### config.mk
export PLATFORM = sky130hd
export DESIGN_NAME = tmm_ctrl
export DESIGN_NICKNAME = d
export VERILOG_FILES = /design/src/rtl/tmm_pkg.sv /design/src/rtl/tmm_ctrl.sv
export SDC_FILE = /design/constraint.sdc
export NUM_CORES = 1
export LEC_CHECK = 0
export BUFFER_PORTS_ARGS = -buffer_cell sky130_fd_sc_hd__buf_2
export CORE_AREA = 2 2 117 119
export CTS_CLUSTER_SIZE = 24
export DETAILED_ROUTE_END_ITERATION = 10
export DIE_AREA = 0 0 119 121
export SYNTH_ARGS = -nofsm -noshare
export SYNTH_HDL_FRONTEND = slang
export SYNTH_SLANG_ARGS = --single-unit
### constraint.sdc
create_clock -name clk -period 7.5 [get_ports clk]
set_input_delay 0.375 -clock clk [delete_from_list [all_inputs] [get_ports clk]]
set_output_delay 0.375 -clock clk [all_outputs]
set_load 0.005 [all_outputs]
### src/rtl/tmm_pkg.sv
// Shared types, constants and helpers for the transposed matrix multiply block.
`timescale 1ns / 1ps

package tmm_pkg;

  localparam int MAX_DIM    = 8;
  localparam int DATA_WIDTH = 32;
  localparam int FRAC_BITS  = 16;
  localparam int DIM_W      = 4;
  localparam int IDX_W      = $clog2(MAX_DIM);
  localparam int DEPTH      = MAX_DIM * MAX_DIM;
  localparam int ADDR_W     = $clog2(DEPTH);
  localparam int COUNT_W    = $clog2(2 * DEPTH);
  localparam int TOTAL_W    = COUNT_W + 1;
  localparam int PROD_W     = 2 * DATA_WIDTH;
  localparam int GUARD_W    = $clog2(MAX_DIM) + 1;
  localparam int ACC_W      = PROD_W + GUARD_W;
  localparam int CFG_IDX_W  = 2;

  localparam logic [CFG_IDX_W-1:0] REG_ROWS_M  = 2'd0;
  localparam logic [CFG_IDX_W-1:0] REG_COLS_N  = 2'd1;
  localparam logic [CFG_IDX_W-1:0] REG_INNER_K = 2'd2;

  typedef enum logic [1:0] {
    ST_LOAD,
    ST_ISSUE,
    ST_DRAIN
  } state_t;

  typedef struct packed {
    logic              wr_a;
    logic              wr_b;
    logic [ADDR_W-1:0] wr_addr;
    logic              rd;
    logic [ADDR_W-1:0] rd_a_addr;
    logic [ADDR_W-1:0] rd_b_addr;
    logic              first;
    logic              last_tap;
    logic              emit;
    logic [IDX_W-1:0]  row;
    logic [IDX_W-1:0]  col;
    logic              last_entry;
  } cmd_t;

  typedef struct packed {
    logic acc_done;
    logic out_free;
  } stat_t;

  // A zero dimension acts as one, and anything above the maximum acts as the maximum.
  function automatic logic [DIM_W-1:0] eff_dim(input logic [DIM_W-1:0] r);
    logic [DIM_W-1:0] d;
    d = r;
    if (r == '0) begin
      d = DIM_W'(1);
    end else if (r > DIM_W'(MAX_DIM)) begin
      d = DIM_W'(MAX_DIM);
    end
    return d;
  endfunction

endpackage

### src/rtl/tmm_ctrl.sv
// Controller: size registers, load counter and the sequencer for the multiply-accumulate passes.
`timescale 1ns / 1ps

module tmm_ctrl (
  input  logic                          clk,
  input  logic                          rst,
  input  logic                          cfg_we,
  input  logic [tmm_pkg::CFG_IDX_W-1:0] cfg_index,
  input  logic [tmm_pkg::DIM_W-1:0]     cfg_data,
  input  logic                          in_valid,
  output logic                          in_ready,
  input  tmm_pkg::stat_t                stat,
  output tmm_pkg::cmd_t                 cmd
);
  import tmm_pkg::*;

  state_t             state, state_next;
  logic [DIM_W-1:0]   rows_m, cols_n, inner_k;
  logic [COUNT_W-1:0] load_count, load_count_next;
  logic [IDX_W-1:0]   row, row_next, col, col_next, tap, tap_next;
  logic [ADDR_W-1:0]  a_base, a_base_next, b_base, b_base_next;

  logic [DIM_W-1:0]   m, n, k;
  logic [COUNT_W-1:0] a_len, b_off;
  logic [TOTAL_W-1:0] total;

  assign m     = eff_dim(rows_m);
  assign n     = eff_dim(cols_n);
  assign k     = eff_dim(inner_k);
  assign a_len = COUNT_W'(m) * COUNT_W'(k);
  assign total = TOTAL_W'(a_len) + TOTAL_W'(k) * TOTAL_W'(n);
  assign b_off = load_count - a_len;

  always_comb begin
    state_next      = state;
    load_count_next = load_count;
    row_next        = row;
    col_next        = col;
    tap_next        = tap;
    a_base_next     = a_base;
    b_base_next     = b_base;
    cmd             = '0;
    in_ready        = 1'b0;
    cmd.rd_a_addr   = a_base + ADDR_W'(tap);
    cmd.rd_b_addr   = b_base + ADDR_W'(tap);
    cmd.row         = row;
    cmd.col         = col;
    cmd.last_entry  = (row == IDX_W'(m - 1'b1)) && (col == IDX_W'(n - 1'b1));

    unique case (state)
      ST_LOAD: begin
        in_ready = 1'b1;
        if (in_valid) begin
          if (load_count < a_len) begin
            cmd.wr_a    = 1'b1;
            cmd.wr_addr = load_count[ADDR_W-1:0];
          end else begin
            cmd.wr_b    = 1'b1;
            cmd.wr_addr = b_off[ADDR_W-1:0];
          end
          if (TOTAL_W'(load_count) + TOTAL_W'(1) == total) begin
            load_count_next = '0;
            row_next        = '0;
            col_next        = '0;
            tap_next        = '0;
            a_base_next     = '0;
            b_base_next     = '0;
            state_next      = ST_ISSUE;
          end else begin
            load_count_next = load_count + COUNT_W'(1);
          end
        end
      end
      ST_ISSUE: begin
        cmd.rd       = 1'b1;
        cmd.first    = (tap == '0);
        cmd.last_tap = (tap == IDX_W'(k - 1'b1));
        if (cmd.last_tap) begin
          tap_next   = '0;
          state_next = ST_DRAIN;
        end else begin
          tap_next = tap + IDX_W'(1);
        end
      end
      ST_DRAIN: begin
        if (stat.acc_done && stat.out_free) begin
          cmd.emit = 1'b1;
          if (row == IDX_W'(m - 1'b1)) begin
            row_next    = '0;
            a_base_next = '0;
            if (col == IDX_W'(n - 1'b1)) begin
              col_next    = '0;
              b_base_next = '0;
              state_next  = ST_LOAD;
            end else begin
              col_next    = col + IDX_W'(1);
              b_base_next = b_base + ADDR_W'(k);
              state_next  = ST_ISSUE;
            end
          end else begin
            row_next    = row + IDX_W'(1);
            a_base_next = a_base + ADDR_W'(k);
            state_next  = ST_ISSUE;
          end
        end
      end
      default: begin
        state_next = ST_LOAD;
      end
    endcase

    if (cfg_we && (cfg_index == REG_ROWS_M || cfg_index == REG_COLS_N ||
                   cfg_index == REG_INNER_K)) begin
      load_count_next = '0;
    end
  end

  always_ff @(posedge clk) begin
    if (rst) begin
      state      <= ST_LOAD;
      rows_m     <= DIM_W'(1);
      cols_n     <= DIM_W'(1);
      inner_k    <= DIM_W'(1);
      load_count <= '0;
      row        <= '0;
      col        <= '0;
      tap        <= '0;
      a_base     <= '0;
      b_base     <= '0;
    end else begin
      state      <= state_next;
      load_count <= load_count_next;
      row        <= row_next;
      col        <= col_next;
      tap        <= tap_next;
      a_base     <= a_base_next;
      b_base     <= b_base_next;
      if (cfg_we) begin
        unique case (cfg_index)
          REG_ROWS_M:  rows_m  <= cfg_data;
          REG_COLS_N:  cols_n  <= cfg_data;
          REG_INNER_K: inner_k <= cfg_data;
          default: begin
          end
        endcase
      end
    end
  end

endmodule

==> results.md, run 1 <==
- Peak-usage layer in the global routing report: met2
- Layout Nets: about 640
- Slew headroom: 0.493
- Full die area: approximately 14000 um2
- Vias per std cell: between 5 and 6
- Ys Warns: 0
- Cts repair resizes: 0
- Post-synth EDFFs: 0
- Leakage: roughly 2.3 nW
- Worst Hold Class: input port to flop
- Vias in the first global route: about 3800
- Max-slew violation count: 0
- Drt pass-1 iters: 5
- Critical path launch point type: flop
- Met3 usage: 0.0244
- Syn Inst Count: 520
- Post-CTS setup repair buffer count: 0
- Worst skew pair latency: ~300 ps
- 1st-iter DRT viols: between 200 and 300
- M1 GR Usage: 0.223
- Crit-path max FO: 15
- Dominant cell type by area after synthesis: dfxtp_1
- Status: finished clean
- Initial antenna violation count: 0
- Synth Net Count: roughly 600
- Crit path capture type: flop
- Peak Freq: between 0.15 and 0.2 GHz
- GR Overflow Total: 0
- Most frequent cells in the layout: 56 x nor2_1, 54 x ha_1, 49 x inv_1, 43 x buf_2, 42 x dfxtp_1
- Avg Inst Size Synth: 8.44 um2
- Final GP Congestion: between 0.8 and 0.9
- Final Setup Violations: 0
- Largest net degree at the start of global routing: 34
- Critical path type: flop to flop
- Post-CTS Hold Fix Bufs: 0
- Layout cells sized above 1: 0.137
- Initial Utilization: 0.336
- Total Routing Usage GR: 0.161
- Finished Cell Area: 4870 um2
- I/O pin cnt: 44
- Count of buffers from port buffering: 43
- Global-route wire length before repair: between 15000 and 20000 um
- Worst EP arrival: between 6000 and 7000 ps
- FP Rows: between 40 and 50
- Clock Skews: a little under 6 ps
- Register area share after synthesis: 0.192
- Fin crit share: 0.815
- Dpl cell area: between 4000 and 5000 um2
- Die W: between 100 and 150 um
- Htree depth: 2
- Count of different cell masters after synthesis: 73
- Antenna viol nets, final: 0
- Synthesized area: between 4000 and 5000 um2
- Yosys top cell area share: 0.192
- DIE HEIGHT: 121 um
- CORE AREA: about 13000 um2
- Most common cell after layout, fill and taps aside: nor2_1
- DRC: 0
- Pwr Density: between 100 and 150 nW/um2
- Final hold vios: 0
- Unrepaired setup endpoints after global routing: no
- CP required: slightly below 8000 ps
- Area contributors post-synth: dfxtp_1 19%, ha_1 15%, fa_1 8.2%
- Crit path time final: 6110 ps
- Synthesized flop and latch total: 42
- Wirelength per Cell: between 15 and 20 um
- Number of CTS-inserted buffers: 5
- DR vias: between 3000 and 4000
- CTS clk-pin slew, worst paths: 60 ps
- M2 GR Usage: 0.262
- Synth async-reset ratio: 0
- DPL Wire Length: 8910 um
- Max cap viols: 0
- Most used DFF post-synth: dfxtp_1
- Area growth, synth to finish: 11.0%
- Worst vdd ir: roughly 0.000085 V
- Actual slew at the worst max-slew pin: between 700 and 800 ps
- Routed wire length: around 11000 um
- # diodes: 0
- CTS sink cnt: 42
- Root Driver: clkbuf_16
- CTS tree: yes
- Setup tns final: 0 ps
- Max Root-Sink Buffers: 2
## sequential cells by signal, indices dropped and copies added, names as in the netlist, 3 cells and up
signal	count
a_base	6
b_base	6
col	3
cols_n	4
inner_k	4
load_count	7
row	3
rows_m	4
tap	3
## layout make-up
type                            instances  area (um2)
Clock buffer                            7         143
Clock inverter                          1        8.76
Fill cell                            1347        8210
Inverter                               52         195
Multi-Input combinational cell        408        3250
Sequential cell                        42         841
Tap cell                              176         220
Timing Repair Buffer                   43         215
## cell usage after synthesis, types with 5 or more instances
cell,instances
nor2_1,56
ha_1,54
inv_1,49
dfxtp_1,42
nand2_1,33
a21oi_1,30
xnor2_1,30
o21ai_0,20
fa_1,18
nand3_1,16
xor2_1,16
mux2i_1,12
a21o_1,10
nor2b_1,10
clkbuf_1,8
a31o_2,6
nand4_1,6
nor3_1,6
a2111oi_0,5
o21a_1,5
## final timing paths
check | from | to | slack, ps | depth (start not counted)
max | inner_k[3] | b_base[1] | 1390 | 20
min | cfg_data[0] | rows_m[0] | 330 | 3
max reg2reg | inner_k[3] | b_base[1] | 1390 | 20
min reg2reg | rows_m[0] | rows_m[0] | 470 | 2
## layer usage
layer  wire (um)  vias up
li1            -     1891
met1        5300     1896
met2        5270       95
met3         619       10
met4         133        0
met5           0        -
## per-stage QoR
step	setup WS (ps)	power (mW)	cells	hold slack, ps	utilization
6_report	1390	0.600	729	327	0.373
5_1_grt	999	0.627	729	353	0.373
4_1_cts	1430	0.604	729	330	0.373
3_5_place_dp	1460	0.373	721	463	0.361
3_3_place_gp	1680	0.369	721	467	0.361
2_1_floorplan	2130	0.335	520	432	-
## worst max-delay path, cell delays in order (launching register included)
cell	delay, ps
dfxtp_1	420
nor2b_1	300
clkinv_1	380
nor2_1	230
fa_1	430
inv_1	90
fa_1	390
inv_1	110
ha_1	240
a21o_1	160
a21oi_1	170
xnor2_1	180
fa_1	460
ha_1	390
xor2_1	200
a31oi_1	80
a211oi_1	410
o21a_1	310
nand4_2	440
a2111oi_0	510
a31o_2	160
## where the power goes
part           leakage (nW)  total [mW]  switching (mW)  internal [mW]
sequential            0.339       0.233         0.00605          0.227
combinational          1.87       0.136          0.0833         0.0526
clock                0.0745       0.232          0.0975          0.134
total                  2.28       0.600           0.187          0.413
## kinds of logic after synthesis
group                    after synthesis  synth area share
multiplexers                          12            0.0274
AO/OA/AOI/OAI                        115             0.192
buffers and inverters                 70            0.0678
adder cells (fa/ha/maj)               72             0.236
XOR/XNOR                              47            0.0969
flip-flops                            42             0.192
AND/OR/NAND/NOR                      162             0.188
Note: power is estimated with default switching activity, not from simulation.
==> run 2, diff against run 1 <==
Clock period 7.5 ns to 5.9 ns, I/O delays scaled along.
==> run 2 against run 1 <==
- core utilization up 0.92 points
- combinational power grew 32%
- critical path depth up 1
- power increased by 34%
- global-route usage up 0.055 points
- worst setup slack got worse by 1100 ps
- largest power group is now clock
- highest routed layer unchanged
==> results.md, run 2 (synthesis gave the netlist of run 1 again) <==
- Max-slew violation count: 0 (unchanged)
- Post-Route Utilization: 0.382 (was 0.373)
- Worst EP arrival: 5810 ps (was 6350 ps)
- Slew headroom: 0.407 (was 0.493)
- CP required: 6090 ps (was 7740 ps)
- # diodes: 0 (unchanged)
- CTS tree: yes (unchanged)
- Drt pass-1 iters: 4 (was 5)
- Most common cell after layout, fill and taps aside: nor2_1 (unchanged)
- DPL Wire Length: 8710 um (was 8910 um)
- Final setup margin: 287 ps (was 1390 ps)
- Initial Utilization: 0.336 (unchanged)
- Max Root-Sink Buffers: 2 (unchanged)
- Number of CTS-inserted buffers: 5 (unchanged)
- Leakage: 2.34 nW (was 2.28 nW)
- I/O pin cnt: 44 (unchanged)
- Placed cell count: 727 (was 721)
- Dominant cell type by count on the critical path: fa_1 (unchanged)
- Actual slew at the worst max-slew pin: 881 ps (was 753 ps)
- Wirelength per Cell: 15.2 um (was 15.5 um)
- GR Overflow Total: 0 (unchanged)
- CP top delay family: adder cells (unchanged)
- CTS sink cnt: 42 (unchanged)
- Fin crit share: 0.951 (was 0.815)
- Crit-path max FO: 13 (was 15)
- Max reg flops: 7 (unchanged)
- Worst path bufs/invs: 3 (unchanged)
- Peak Freq: 0.178 GHz (was 0.164 GHz)
- Pwr Density: 161 nW/um2 (was 123 nW/um2)
- Die W: 119 um (unchanged)
- Vias in the first global route: 3805 (was 3826)
- 1st-iter DRT viols: 214 (was 285)
- Largest net degree at the start of global routing: 34 (unchanged)
- CORE AREA: 13100 um2 (unchanged)
- Antenna viol nets, final: 0 (unchanged)
- DR vias: 3793 (was 3892)
- Initial antenna violation count: 0 (unchanged)
- Status: finished clean (unchanged)
- Register share of total power: 0.368 (was 0.388)
- Final Setup Violations: 0 (unchanged)
- Worst Hold Class: input port to flop (unchanged)
- Count of buffers from port buffering: 43 (unchanged)
- Routed wire length: 11200 um (was 11300 um)
- Most frequent cells in the layout: 55 x nor2_1, 54 x ha_1, 49 x inv_1, 43 x buf_2, 40 x dfxtp_1 (was 56 x nor2_1, 54 x ha_1, 49 x inv_1, 43 x buf_2, 42 x dfxtp_1)
- Crit path time final: 5610 ps (was 6110 ps)
- Comb power frac: 0.224 (was 0.226)
- Root Driver: clkbuf_16 (unchanged)
- DRC: 0 (unchanged)
- Min Hold Slack: 272 ps (was 327 ps)
- Total Routing Usage GR: 0.161 (about the same)
- Worst vdd ir: 0.000105 V (was 0.0000851 V)
- Crit path capture type: flop (unchanged)
- Reg2reg setup slack: 290 ps (was 1390 ps)
- DIE HEIGHT: 121 um (unchanged)
- Critical path launch point type: flop (unchanged)
- Global-route wire length before repair: 19000 um (was 18800 um)
- Max cap viols: 0 (unchanged)
- Non-Filler Instances: 738 (was 729)
- Pre-CTS setup slack: 86.2 ps (was 1460 ps)
- Net Sw Frac: 0.292 (was 0.311)
- Clk pwr share: 0.409 (was 0.386)
- FP Rows: 42 (unchanged)
- Worst skew pair latency: 290 ps (was 300 ps)
- Final GP Congestion: 0.884 (was 0.847)
- Layout Nets: 646 (was 636)
- Htree depth: 2 (unchanged)
- Area growth, synth to finish: 13.8% (was 11.0%)
- Most flops, register: load_count (unchanged)
- Critical path type: flop to flop (unchanged)
- NetSw: 0.235 mW (was 0.187 mW)
- P_int: 0.569 mW (was 0.413 mW)
- Worst path slowest cell: or4_1 (was a2111oi_0)
- CP cell instances: o21ba_1, or2_2, nor2_1, fa_1, inv_1, fa_1, inv_1, fa_1, a21o_1, a21oi_1, xor2_1, fa_1, ha_1, xor2_1, a31oi_1, or4_1, and3_4, nand4_4, buf_4, a21oi_1, o32ai_1 (was nor2b_1, clkinv_1, nor2_1, fa_1, inv_1, fa_1, inv_1, ha_1, a21o_1, a21oi_1, xnor2_1, fa_1, ha_1, xor2_1, a31oi_1, a211oi_1, o21a_1, nand4_2, a2111oi_0, a31o_2)
- Full die area: 14400 um2 (unchanged)
- Biggest regs: load_count: 7 flops, a_base: 6 flops, b_base: 6 flops (unchanged)
- Vias per std cell: 5.14 (was 5.34)
- Final hold vios: 0 (unchanged)
- CP peak stage delay: 540 ps (was 510 ps)
- Design Power: 0.804 mW (was 0.600 mW)
- Layout cells sized above 1: 0.162 (was 0.137)
- CTS clk-pin slew, worst paths: 60 ps (about the same)
- Clock Skews: 4.53 ps (was 5.91 ps)
run 2: final timing paths:
kind / from / end / cells past startpoint
worst max-delay path: rows_m[1] / row[2] / 21
worst min-delay path: cfg_data[0] / cols_n[0] / 3
worst max register to register: rows_m[1] / row[2] / 21
worst min register to register: rows_m[0] / rows_m[0] / 2
run 2: cell type report:
| class | instances | area [um2] |
|---|---|---|
| Clock buffer | 6 | 139 |
| Clock inverter | 1 | 30.0 |
| Fill cell | 1325 | 8090 |
| Inverter | 52 | 195 |
| Multi-Input combinational cell | 408 | 3280 |
| Sequential cell | 42 | 843 |
| Tap cell | 176 | 220 |
| Timing Repair Buffer | 53 | 290 |
run 2: layer usage:
metal  track usage  vias up  wire [um]
li1              -     1906          -
met1         0.228     1801       5520
met2         0.261       78       5120
met3        0.0240        8        513
met4        0.0320        0         87
met5             0        -          0
run 2: power groups by stage:
| stage | Clock, mW | Sequential (mW) | Combinational, mW |
|---|---|---|---|
| finish | 0.328 | 0.296 | 0.180 |
| global route | 0.345 | 0.296 | 0.200 |
| detailed placement | 0 | 0.302 | 0.174 |
| CTS | 0.335 | 0.295 | 0.176 |
| global placement | 0 | 0.301 | 0.171 |
| floorplan | 0 | 0.298 | 0.128 |
run 2: worst register-to-register path: cells and delay by family (launching register included):
kind	cells	cell delay (ps)
adders and majority gates	5	2330
and+or+nand+nor	5	1240
AOI/OAI and AO/OA	6	890
xor gates and xnor gates	2	430
DFF	1	370
buffers and inverters	3	290
run 2: timing repair:
action	in CTS	in global routing
setup buffers	0	4
hold buffers	0	0
gates resized for setup	0	8
endpoints found under the setup margin	0	17
run 2: metrics by stage:
| step | cell area [um2] | setup TNS (ps) |
|---|---|---|
| after CTS | 4940 | 0 |
| after global placement | 4770 | 0 |
| after detailed placement | 4770 | 0 |
| after global routing | 4990 | -31.5 |
| after floorplan | 4390 | 0 |
| final | 4990 | 0 |
